[src/hdl/xcpd_pkg.sv]
// Shared types and codes for the XOR-checked packet deframer.
package xcpd_pkg;

    localparam int ByteW  = 8;
    localparam int EventW = 2;
    localparam int CfgAddrW = 1;

    localparam logic [ByteW-1:0] StartByteReset  = 8'd170;
    localparam logic [ByteW-1:0] MaxPayloadReset = 8'd128;

    localparam logic [CfgAddrW-1:0] REG_START_BYTE  = 1'd0;
    localparam logic [CfgAddrW-1:0] REG_MAX_PAYLOAD = 1'd1;

    localparam logic [EventW-1:0] EV_PAYLOAD  = 2'd0;
    localparam logic [EventW-1:0] EV_GOOD     = 2'd1;
    localparam logic [EventW-1:0] EV_BAD      = 2'd2;
    localparam logic [EventW-1:0] EV_OVERFLOW = 2'd3;

    typedef enum logic [4:0] {
        PH_START   = 5'b00001,
        PH_CMD     = 5'b00010,
        PH_LEN     = 5'b00100,
        PH_PAYLOAD = 5'b01000,
        PH_CHECK   = 5'b10000
    } phase_t;

    typedef struct packed {
        logic [ByteW-1:0] start_byte;
        logic [ByteW-1:0] max_payload;
    } cfg_t;

    typedef struct packed {
        logic              valid;
        logic [EventW-1:0] event_res;
        logic [ByteW-1:0]  data;
        logic [ByteW-1:0]  position;
        logic [ByteW-1:0]  command;
        logic [ByteW-1:0]  length;
    } result_t;

endpackage

[src/hdl/xcpd_parser.sv]
// Frame hunting state machine with running XOR check and event generation.
module xcpd_parser
    import xcpd_pkg::*;
(
    input  logic             clk,
    input  logic             rst_n,
    input  logic             beat_accept,
    input  logic [ByteW-1:0] rx_data,
    input  cfg_t             cfg,
    output result_t          result
);

    phase_t           phase_reg, phase_next;
    logic [ByteW-1:0] command_reg, command_next;
    logic [ByteW-1:0] length_reg, length_next;
    logic [ByteW-1:0] index_reg, index_next;
    logic [ByteW-1:0] check_reg, check_next;
    logic [ByteW-1:0] index_inc;

    assign index_inc = index_reg + 8'd1;

    always_comb
    begin
        phase_next   = phase_reg;
        command_next = command_reg;
        length_next  = length_reg;
        index_next   = index_reg;
        check_next   = check_reg;

        result.valid     = 1'b0;
        result.event_res = EV_PAYLOAD;
        result.data      = rx_data;
        result.position  = index_reg;
        result.command   = command_reg;
        result.length    = length_reg;

        unique case (phase_reg)
            PH_CMD:
            begin
                command_next = rx_data;
                check_next   = rx_data;
                phase_next   = PH_LEN;
            end
            PH_LEN:
            begin
                length_next = rx_data;
                check_next  = check_reg ^ rx_data;
                index_next  = '0;
                phase_next  = (rx_data != '0) ? PH_PAYLOAD : PH_CHECK;
            end
            PH_PAYLOAD:
            begin
                result.valid = 1'b1;
                if (index_reg < cfg.max_payload)
                begin
                    check_next = check_reg ^ rx_data;
                    index_next = index_inc;
                    if (index_inc >= length_reg)
                    begin
                        phase_next = PH_CHECK;
                    end
                end
                else
                begin
                    // drop the frame, resume hunting
                    result.event_res = EV_OVERFLOW;
                    phase_next       = PH_START;
                end
            end
            PH_CHECK:
            begin
                result.valid     = 1'b1;
                result.event_res = (rx_data == check_reg) ? EV_GOOD : EV_BAD;
                phase_next       = PH_START;
            end
            default:
            begin
                phase_next = (rx_data == cfg.start_byte) ? PH_CMD : PH_START;
            end
        endcase
    end

    always_ff @(posedge clk or negedge rst_n)
    begin
        if (!rst_n)
        begin
            phase_reg   <= PH_START;
            command_reg <= '0;
            length_reg  <= '0;
            index_reg   <= '0;
            check_reg   <= '0;
        end
        else if (beat_accept)
        begin
            phase_reg   <= phase_next;
            command_reg <= command_next;
            length_reg  <= length_next;
            index_reg   <= index_next;
            check_reg   <= check_next;
        end
    end

endmodule

[src/hdl/xcpd_out_reg.sv]
// Output register holding one result beat for the master side.
module xcpd_out_reg
    import xcpd_pkg::*;
(
    input  logic    clk,
    input  logic    rst_n,
    input  logic    load,
    input  result_t result,
    input  logic    take,
    output logic    space,
    output logic    valid,
    output result_t held
);

    logic    valid_reg, valid_next;
    result_t held_reg;

    // accept a new beat when empty or when the held one leaves this cycle
    assign space = !valid_reg || take;

    always_comb
    begin
        if (load)
        begin
            valid_next = 1'b1;
        end
        else if (take)
        begin
            valid_next = 1'b0;
        end
        else
        begin
            valid_next = valid_reg;
        end
    end

    always_ff @(posedge clk or negedge rst_n)
    begin
        if (!rst_n)
        begin
            valid_reg <= 1'b0;
        end
        else
        begin
            valid_reg <= valid_next;
        end
    end

    always_ff @(posedge clk)
    begin
        if (load)
        begin
            held_reg <= result;
        end
    end

    assign valid = valid_reg;
    assign held  = held_reg;

endmodule

[src/hdl/xor_checked_packet_deframer_top.sv]
// Top level of the XOR-checked packet deframer.
//
// Slave side: one received byte per beat on s_tdata. Frames are
// start byte, command, length, payload bytes, check byte; the check byte
// is the XOR of command, length and every payload byte.
// Master side: one event beat per payload byte (tagged with its index),
// one verdict beat (good or mismatch) per check byte, and one overflow
// beat when a payload byte arrives past max_payload. Start, command and
// length bytes and bytes outside a frame produce no beat.
// Configuration: cfg_we writes cfg_wdata to register cfg_addr
// (0 start_byte, 1 max_payload); write only while the block is idle.
// An event beat appears in the cycle after its input beat is accepted.
// Throughput: one byte per cycle while the master does not stall, set by the single output register.
// A stalled master holds the output beat; s_tready drops only while that
// beat is held and m_tready is low.
// Reset: hunting for the start byte, start_byte 170, max_payload 128,
// output empty.
module xor_checked_packet_deframer_top
    import xcpd_pkg::*;
(
    input  logic                clk,
    input  logic                rst_n,
    input  logic                cfg_we,
    input  logic [CfgAddrW-1:0] cfg_addr,
    input  logic [ByteW-1:0]    cfg_wdata,
    input  logic                s_tvalid,
    output logic                s_tready,
    input  logic [7:0]          s_tdata,   // [7:0] rx_data
    output logic                m_tvalid,
    input  logic                m_tready,
    output logic [31:0]         m_tdata,   // [7:0] data, [15:8] position,
                                           // [23:16] command, [31:24] length
    output logic [EventW-1:0]   m_tuser    // [1:0] event_res
);

    cfg_t    cfg_reg;
    result_t result;
    result_t held;
    logic    beat_accept;
    logic    space;

    always_ff @(posedge clk or negedge rst_n)
    begin
        if (!rst_n)
        begin
            cfg_reg.start_byte  <= StartByteReset;
            cfg_reg.max_payload <= MaxPayloadReset;
        end
        else if (cfg_we)
        begin
            unique case (cfg_addr)
                REG_START_BYTE:  cfg_reg.start_byte  <= cfg_wdata;
                REG_MAX_PAYLOAD: cfg_reg.max_payload <= cfg_wdata;
                default:         cfg_reg             <= cfg_reg;
            endcase
        end
    end

    assign s_tready    = space;
    assign beat_accept = s_tvalid && s_tready;

    xcpd_parser u_parser (
        .clk         (clk),
        .rst_n       (rst_n),
        .beat_accept (beat_accept),
        .rx_data     (s_tdata),
        .cfg         (cfg_reg),
        .result      (result)
    );

    xcpd_out_reg u_out_reg (
        .clk    (clk),
        .rst_n  (rst_n),
        .load   (beat_accept && result.valid),
        .result (result),
        .take   (m_tready),
        .space  (space),
        .valid  (m_tvalid),
        .held   (held)
    );

    assign m_tdata = {held.length, held.command, held.position, held.data};
    assign m_tuser = held.event_res;

    // an empty output stage never blocks the input
    a_ready_when_empty: assert property (@(posedge clk) disable iff (!rst_n)
        !m_tvalid |-> s_tready)
        else $error("input stalled with empty output stage");

    // a new output beat only follows an accepted input beat
    a_beat_from_input: assert property (@(posedge clk) disable iff (!rst_n)
        $rose(m_tvalid) |-> $past(s_tvalid && s_tready))
        else $error("output beat without input beat");

    // a verdict comes only after exactly the declared payload
    a_verdict_position: assert property (@(posedge clk) disable iff (!rst_n)
        (m_tvalid && (m_tuser == EV_GOOD || m_tuser == EV_BAD))
            |-> (held.position == held.length))
        else $error("verdict with payload count not equal to length");

    // a payload beat lies inside the declared length
    a_payload_position: assert property (@(posedge clk) disable iff (!rst_n)
        (m_tvalid && m_tuser == EV_PAYLOAD) |-> (held.position < held.length))
        else $error("payload beat beyond declared length");

endmodule
[config.mk]
export PLATFORM = sky130hd
export DESIGN_NAME = xor_checked_packet_deframer_top
export DESIGN_NICKNAME = d
export VERILOG_FILES = /design/src/hdl/xcpd_pkg.sv /design/src/hdl/xcpd_parser.sv /design/src/hdl/xcpd_out_reg.sv /design/src/hdl/xor_checked_packet_deframer_top.sv
export SDC_FILE = /design/constraint.sdc
export NUM_CORES = 1
export LEC_CHECK = 0
export BUFFER_PORTS_ARGS = -buffer_cell sky130_fd_sc_hd__clkbuf_2
export CAP_MARGIN = 20
export CORE_MARGIN = 4
export CORE_UTILIZATION = 50
export DETAILED_ROUTE_END_ITERATION = 8
export HOLD_SLACK_MARGIN = 0.12
export PLACE_DENSITY = 0.81
export RECOVER_POWER = 25
export SLEW_MARGIN = 15
export SYNTH_ARGS = -nofsm -noshare
export SYNTH_HDL_FRONTEND = slang
export SYNTH_SLANG_ARGS = --single-unit
[constraint.sdc]
create_clock -name clk -period 3.8 [get_ports clk]
set_input_delay 0.76 -clock clk [delete_from_list [all_inputs] [get_ports clk]]
set_output_delay 0.76 -clock clk [all_outputs]
set_load 0.05 [all_outputs]
**After elaboration in Yosys (flattened, before gate mapping)**

Cells that the tools add are included.

- Output and inout port bits: 36
- Word-level logic and storage cells: 55
- Bits of input ports: 22
- Flip-flop bits (word level): 88

- Muxes and demuxes: 14
- Add/subtract/negate cells: 1
- Reductions and logical operators: 15
- Bitwise operators: 2
- Order comparisons: 2
- Equal/unequal tests: 8

Operators by type and width:

| operator | count |
|---|---|
| one-hot mux 8 bit (3 select lines) | 1 |
| one-hot mux 5 bit (4 select lines) | 1 |
| equality test 8 bit | 2 |
| two-way mux 8 bit | 2 |
| one-hot mux 8 bit (2 select lines) | 1 |
| two-way mux 5 bit | 3 |
| AND reduction 2 bit | 5 |
| adder 8 x 1 -> 8 bit (second input constant) | 1 |
| greater-or-equal comparator 8 bit | 1 |
| less-than comparator 8 bit | 1 |
| nonzero test 8 bit | 1 |
| XOR 8 bit | 1 |
| two-way mux 2 bit | 3 |
| one-hot mux 3 bit (2 select lines) | 1 |
| AND reduction 3 bit | 2 |
| equality test 5 x 2 -> 1 bit (second input constant) | 1 |
| equality test 5 x 3 -> 1 bit (second input constant) | 1 |
| equality test 5 x 4 -> 1 bit (second input constant) | 1 |
| equality test 5 bit (second input constant) | 1 |
| nonzero test 2 bit | 2 |
| inequality test 3 bit (second input constant) | 1 |
| nonzero test 3 bit | 1 |
| logical AND 1 bit | 2 |
| two-way mux 1 bit | 2 |
| other kinds (4) | 4 |

**Depth between registers and ports, before layout**

Gate-level depths: netlist (run 1).

- Depth in word-level cells: 5
- Depth in mapped cells: 10
- Mapped depth without buffers: 10

**By module**

From an unflattened synthesis (run 1), not the netlist that was laid out.

- Cells, all modules: 310
- Area total of the unflattened synthesis: 4120.2 µm²

By module, submodules not included:

| module | instances | cells each | sequential area each (µm²) | area an instance (µm²) |
|---|---|---|---|---|
| xcpd_parser | 1 | 235 | 927.1 | 2361.0 |
| xcpd_out_reg | 1 | 38 | 1076.0 | 1098.6 |
| xor_checked_packet_deframer_top | 1 | 37 | 406.6 | 660.6 |

**Least setup slack after synthesis (run 1)**

No wires, ideal clock.

- Kind: input to register
- Start: in m_tready
- End: reg u_out_reg.held_reg (netlist bit u_out_reg.held[0]), enable pin
- Buffers on the path: 1
- Path slack: 0.239 ns
- Stages on the path: 4
- Arrival time: 3.136 ns
- Setup time: 0.425 ns
- Required time: 3.375 ns
- Cell sequence: nand2b_1 nand2_1 clkbuf_1 nor2_1

- Longest elaborated chain between the ends: 3

Ends and longest elaborated chain:

| item | line | source |
|---|---|---|
| from (decl) | xor_checked_packet_deframer_top.sv:30 | `input logic m_tready,` |
| logical OR 1 bit | xcpd_out_reg.sv:19 | `assign space = !valid_reg \|\| take;` |
| logical AND 1 bit | xor_checked_packet_deframer_top.sv:60 | `assign beat_accept = s_tvalid && s_tready;` |
| logical AND 1 bit | xor_checked_packet_deframer_top.sv:74 | `.load (beat_accept && result.valid),` |
| net u_out_reg.load | xcpd_out_reg.sv:7 | `input logic load,` |
| to (signal assigned) | xcpd_out_reg.sv:53 | `held_reg <= result;` |
| to (decl) | xcpd_out_reg.sv:16 | `result_t held_reg;` |

The timed path passes the listed nets, and every way through them passes these cells.
A chain may end at the register's enable or synchronous reset.

**Worst setup path in the final report (run 1)**

- Start: reg cfg_reg[7] (netlist name)
- End: reg u_parser.index_reg[6]

- Longest elaborated chain between the ends: 3

Ends and longest elaborated chain:

| item | line | source |
|---|---|---|
| from (decl) | xor_checked_packet_deframer_top.sv:36 | `cfg_t cfg_reg;` |
| from (signal assigned) | xor_checked_packet_deframer_top.sv:54 | `default: cfg_reg <= cfg_reg;` |
| less-than comparator 8 bit | xcpd_parser.sv:54 | `if (index_reg < cfg.max_payload)` |
| inequality test 2 x 1 -> 1 bit (no line) | n/a |  |
| AND reduction 3 bit (no line) | n/a |  |
| to (signal assigned) | xcpd_parser.sv:98 | `index_reg <= index_next;` |
| to (decl) | xcpd_parser.sv:16 | `logic [ByteW-1:0] index_reg, index_next;` |

Every way passes these cells.

==> reports/qor.csv, run 1 <==
stage,metric,value,unit
run_status,outcome,"finished, violations left",
global_route,grt_usage,18.4,%
synth,synth_ff_type,dfrtp_1,
worst_setup_path,cp-startpoint,cfg_reg[7],
global_route,grt_max_degree,35,
placed_design,dpl_cell_area,4500,um2
route,remaining_drc_errors,0,
global_route,grt-ovfl-total,0,
synth,synth.distinct_cells,47,
die,rows,33,
die,dieArea,9850,um2
synth,synth_area_leaders,"dfrtp_1 29%, edfxtp_1 25%, mux2_2 7.6%",
worst_setup_path,cp_data_required_time,4.05,ns
sta,rsz0062_at_grt,no,
synth,yosysTopAreaCell,dfrtp_1,
clock_tree,clkTransAtPathRegs,0.09,ns
cells_and_area,nFillCells,673,
sta,finalMaxSlewViolations,27,
sta,tns,0,ns
route,dr.pass1.iters,4,
worst_setup_path,critical_path.reg2reg.startpoint,cfg_reg[7],
clock_tree,cts_htree_levels,3,
clock_tree,post-cts-setup-buffers,0,
synth,synth_top_family_by_area,simple AND/OR/NAND/NOR gates,
route,vias_per_cell,5.61,
power,p_leak,2.04,nW
synth,syn_avg_cell_area,12.1,um2
clock_tree,cts.hold.buffers_added,0,
synth,synth-simple-area-share,10.8,%
synth,ys_ff_latch,88,
cells_and_area,area_growth_syn_to_layout,13.4,%
worst_setup_path,crit_type,flip-flop to flip-flop,
synth,synthArstFlopShare,61.4,%
die,start_util,50.9,%
sta,slew_headroom,-0.235,%
die,design.core.area,8180,um2
placed_design,port_buffers,57,
synth,synth-adder-area-share,4.81,%
global_route,grtUsageMet3,4.70,%
cells_and_area,stdcell_area,4720,um2
run_status,failed_checks,"capacitance limit, slew limit",
clock_tree,cts_resized,0,
global_route,grt_busiest_layer,met2,
worst_setup_path,cp_data_arrival_time,2.78,ns
synth,synth_edf_count,34,
worst_setup_path,critPathLaunchType,flip-flop,
sta,final.min_clock_period,2.53,ns
power,power_density,414,nW/um2
placed_design,gp_congestion,0.892,
sta,fin_worst_skew,0.0143,ns
worst_setup_path,critical_path_peak_fanout,16,
min_path,hp-start,u_parser.command_reg[7],
worst_setup_path,cp-end-kind,flip-flop,
route,drt_iter0_markers,164,
sta,setup_violations,0,
synth,synthCells,343,
synth,yosysTopAreaCellShare,28.8,%
global_route,met1_usage,23.5,%
synth,syn-num-nets,381,
synth,ys.warnings.count,0,
sta,hold_viol_final,0,
placed_design,hpwl,6.16,mm
clock_tree,clock-root-buffer,clkbuf_8,
cells_and_area,num-nets-final,432,
global_route,use_met2,29.9,%
clock_tree,clock_latency,0.37,ns
die,fp.dieW,99.3,um
clock_tree,clkSinkCount,88,
synth,synth-xor-area-share,4.84,%
die,die_h,99.3,um
sta,timing.final.crit_share,66.6,%
power,ir_worst_vdd,214,uV
clock_tree,numCtsBuffers,9,
synth,syn_area,4170,um2
cells_and_area,ff_latch_area,2380,um2
route,antenna_left,0,
synth,muxShareOfSynthArea,8.53,%
clock_tree,clock_path_buffers,2,
route,wl_per_cell,16.8,um
cells_and_area,antenna_cells,0,
cells_and_area,largest_register_ffs,34,
clock_tree,cts_tree,built,
route,via_count,2826,
synth,synth-compound-area-share,9.58,%
cells_and_area,multiInputGateArea,1610,um2
route,wl,8.46,mm
min_path,hold_path_class,flip-flop to flip-flop,
sta,worst_pin_slew,1.50,ns
die,io_pins,58,
synth,ys_seq_area_share,57.1,%
sta,fmax,395,MHz
global_route,grt_pass1_wl,14.2,mm
global_route,grt_pass1_vias,2889,
run,max-cap-violations,1,
cells_and_area,drive_gt1_share,26.1,%
global_route,antenna_found_initial,0,
## where the power goes
part	internal (mW)	switching, mW
logic	0.0714	0.0976
registers	1.02	0.0226
clock network	0.385	0.359
## worst paths after layout
| kind | end | slack (ns) | cells after the start |
|---|---|---|---|
| setup reg to reg | u_parser.index_reg[6] | 1.27 | 7 |
| min in group asynchronous | u_parser.command_reg[5] | 0.73 | 1 |
| hold / removal | u_out_reg.held[15] | 0.45 | 0 |
| setup / recovery | u_parser.index_reg[6] | 1.27 | 7 |
| max in group asynchronous | cfg_reg[11] | 1.88 | 2 |
| hold reg to reg | u_out_reg.held[15] | 0.45 | 0 |
## cell families after synthesis
family,Yosys count
adder cells (fa/ha/maj),16
AO/OA/AOI/OAI,53
multiplexers,32
buffers and inverters,41
AND/OR/NAND/NOR,90
flip-flops,88
XOR/XNOR,23
## critical path, cell delays in order, from the launching register on
cell and delay (ns):
dfstp_2 0.54, inv_1 0.05, ha_1 0.30, a21oi_1 0.14, o21ai_0 0.17, a31oi_4 0.47
a31o_4 0.38, mux2_2 0.37
## synthesized netlist by cell type, types with 3 or more instances
cell type and n:
ha_1 16, buf_2 3, nand3b_1 8, o21ai_0 14
and2_1 4, dfrtp_1 48, xor2_1 7, a21oi_1 3
xnor2_1 16, clkbuf_1 13, mux2i_1 4, nand2b_1 4
nand3_1 6, dfstp_2 6, nor3_1 11, mux2_2 28
nand2_1 37, edfxtp_1 34, nor2b_1 3, nor2_1 7
inv_1 23, o211ai_1 16
## layout by cell type, fill, tap and decap left out, drive strengths merged, types with 2 or more instances in the layout
cell      n
a2bb2oi   2
or4       2
dfrtp    48
xnor2    16
bufinv    2
dfstp     6
edfxtp   34
nand2    37
nand2b    4
mux2     28
nand3     6
o21ai    14
mux2i     4
nand3b    8
a31oi     3
and2      4
nor2b     3
nor4      2
xor2      7
a21o      2
inv      27
ha       16
a221oi    2
a21oi     3
clkbuf   66
nor2      8
and3      2
nor3     11
o211ai   16
a31o      2
## area by class of cell
cell class              count  share of cell area (%)
clock buffers               9                    2.62
multi-input cells         214                    34.1
repair buffers             58                    5.96
inverters                  23                    1.83
flip-flops and latches     88                    50.4
well taps                 105                    2.78
clock inverters             7                    2.30
## per-stage QoR
stage | hold slack (ns) | utilization (%) | setup slack [ns] | cells | total power [mW]
global route | 0.465 | 57.8 | 1.08 | 504 | 2.04
detailed placement | 0.427 | 55.1 | 1.06 | 488 | 1.24
finish | 0.450 | 57.8 | 1.27 | 504 | 1.96
CTS | 0.434 | 57.9 | 1.31 | 504 | 1.97
global placement | 0.426 | 55.1 | 1.14 | 488 | 1.23
floorplan | 0.419 | - | 0.239 | 343 | 1.18
## layer usage
metal / vias up / wire (um)
met2: 101 / 4050
met1: 1365 / 3600
met4: 0 / 178
met3: 20 / 634
met5: - / 0
li1: 1340 / -
Power figures use the tool's default switching activity.
==> run 2, diff against run 1 <==
==> constraint.sdc (replaced) <==
create_clock -name clk -period 2.4 [get_ports clk]
set_input_delay 0.48 -clock clk [delete_from_list [all_inputs] [get_ports clk]]
set_output_delay 0.48 -clock clk [all_outputs]
set_load 0.05 [all_outputs]
==> reports/qor.csv, run 2 (synthesis results as in run 1) <==
stage,metric,value,unit
worst_setup_path,cp-end-kind,flip-flop,
worst_setup_path,cp_data_arrival_time,2.55,ns
clock_tree,clock-root-buffer,clkbuf_8,
global_route,grt_usage,18.9,%
cells_and_area,drive_gt1_share,31.2,%
route,wl,8.88,mm
placed_design,port_buffers,57,
clock_tree,numCtsBuffers,9,
power,ir_worst_vdd,437,uV
route,drt_iter0_markers,176,
clock_tree,cts_htree_levels,3,
cells_and_area,fin_util,59.6,%
sta,tns,0,ns
cells_and_area,area_growth_syn_to_layout,17.0,%
worst_setup_path,cp_data_required_time,2.65,ns
route,dr.pass1.iters,5,
cells_and_area,multiInputGateArea,1660,um2
worst_setup_path,critical_path.reg2reg.startpoint,u_parser.index_reg[3],
cells_and_area,num-nets-final,446,
route,antenna_left,0,
cells_and_area,ff_latch_area,2380,um2
cells_and_area,final_common_cell,clkbuf_2,
sta,worst_pin_slew,1.47,ns
min_path,hold_depth,2,
clock_tree,clock_latency,0.37,ns
sta,fin_worst_skew,0.0162,ns
sta,setup_ws,0.0940,ns
die,fp.dieW,99.3,um
global_route,grt_max_degree,31,
cells_and_area,stdcell_area,4870,um2
worst_setup_path,critical_path_peak_fanout,6,
worst_setup_path,reg2reg_depth,9,
power,power_density,613,nW/um2
route,via_count,2869,
sta,finalMaxSlewViolations,0,
worst_setup_path,critPathLaunchType,flip-flop,
run_status,outcome,completed,
route,remaining_drc_errors,0,
global_route,grt_pass1_wl,14.5,mm
placed_design,gp_congestion,0.853,
die,die_h,99.3,um
sta,finalHoldWorstSlack,0.368,ns
global_route,grt_pass1_vias,2885,
worst_setup_path,crit_type,flip-flop to flip-flop,
min_path,hold_path_class,input pin to flip-flop,
sta,rsz0062_at_grt,yes,
min_path,hp-start,cfg_wdata[0],
run,max-cap-violations,0,
clock_tree,cts_tree,built,
cells_and_area,finalNonFillerCells,518,
sta,slew_headroom,1.74,%
die,dieArea,9850,um2
die,rows,33,
worst_setup_path,setup.reg_to_reg.worst_slack,0.09,ns
placed_design,numPlacedInstances,499,
min_path,whs_endpoint,cfg_reg[0],
die,design.core.area,8180,um2
power,total_power,2.99,mW
power,p_leak,2.11,nW
clock_tree,clock_path_buffers,2,
global_route,antenna_found_initial,0,
placed_design,dpl_cell_area,4610,um2
cells_and_area,mostFrequentLayoutCells,"48 x clkbuf_2, 47 x dfrtp_1, 37 x nand2_1",
sta,timing.final.crit_share,96.1,%
clock_tree,clkSinkCount,88,
sta,final.min_clock_period,2.31,ns
clock_tree,cts.hold.buffers_added,0,
global_route,grt-ovfl-total,0,
route,wl_per_cell,17.2,um
cells_and_area,antenna_cells,0,
die,io_pins,58,
worst_setup_path,r2r_end,u_parser.phase_reg[4],
cells_and_area,nFillCells,674,
sta,hold_viol_final,0,
route,vias_per_cell,5.54,
sta,setup_violations,0,
placed_design,dp_slack,-0.0203,ns
die,start_util,50.9,%
sta,fmax,434,MHz
clock_tree,clkTransAtPathRegs,0.09,ns
placed_design,hpwl,6.36,mm
cells_and_area,largest_register_ffs,34,
-- run 2: how the worst max path moves through the flow --
| stage | from | endpoint | slack, ns | cells past startpoint |
|---|---|---|---|---|
| 2_1_floorplan | u_out_reg.valid | u_out_reg.held[0] | 0.16 | 4 |
| 3_3_place_gp | u_parser.index_reg[1] | u_parser.phase_reg[4] | 0.06 | 9 |
| 3_5_place_dp | u_parser.index_reg[1] | u_parser.phase_reg[4] | -0.02 | 9 |
| 4_1_cts | u_parser.index_reg[0] | u_parser.phase_reg[4] | 0.01 | 9 |
| 5_1_grt | u_parser.index_reg[0] | u_parser.phase_reg[4] | -0.06 | 9 |
| 6_report | u_parser.index_reg[3] | u_parser.phase_reg[4] | 0.09 | 9 |
-- run 2: metal layers --
layer  up-vias  track usage (%)  share of wire [%]
met1      1387             25.5                 42
met5         -                0                  0
met3        13             3.30                7.1
li1       1351                -                  -
met4         0             9.03                2.0
met2       118             29.9                 49
-- run 2: cell type report --
| type | count | share of cell area, % |
|---|---|---|
| Inverter | 23 | 1.77 |
| Clock buffer | 9 | 2.54 |
| Tap cell | 105 | 2.70 |
| Sequential cell | 88 | 48.9 |
| Multi-Input combinational cell | 214 | 34.1 |
| Clock inverter | 7 | 1.57 |
| Timing Repair Buffer | 72 | 8.45 |
-- run 2: what timing repair did --
item / 4_1_cts / 5_1_grt
setup endpoints to repair: 4 / 5
gates resized for setup: 0 / 12
cloned: 0 / 0
setup buffers: 2 / 1
pin swaps: 0 / 5
-- run 2: where the power goes --
part / internal [mW] / switching (mW) / leakage (nW)
combinational: 0.123 / 0.158 / 1.05
clock: 0.490 / 0.564 / 0.0966
sequential: 1.62 / 0.0360 / 0.962
-- run 2: worst max-delay path, cell delays in order, from the launching register on --
cell       delay, ns
dfrtp_1         0.52
nand3_1         0.19
nor2_2          0.18
xnor2_2         0.14
inv_1           0.06
ha_1            0.30
o2111a_1        0.14
a221oi_2        0.33
a31oi_1         0.16
a2bb2oi_1       0.17
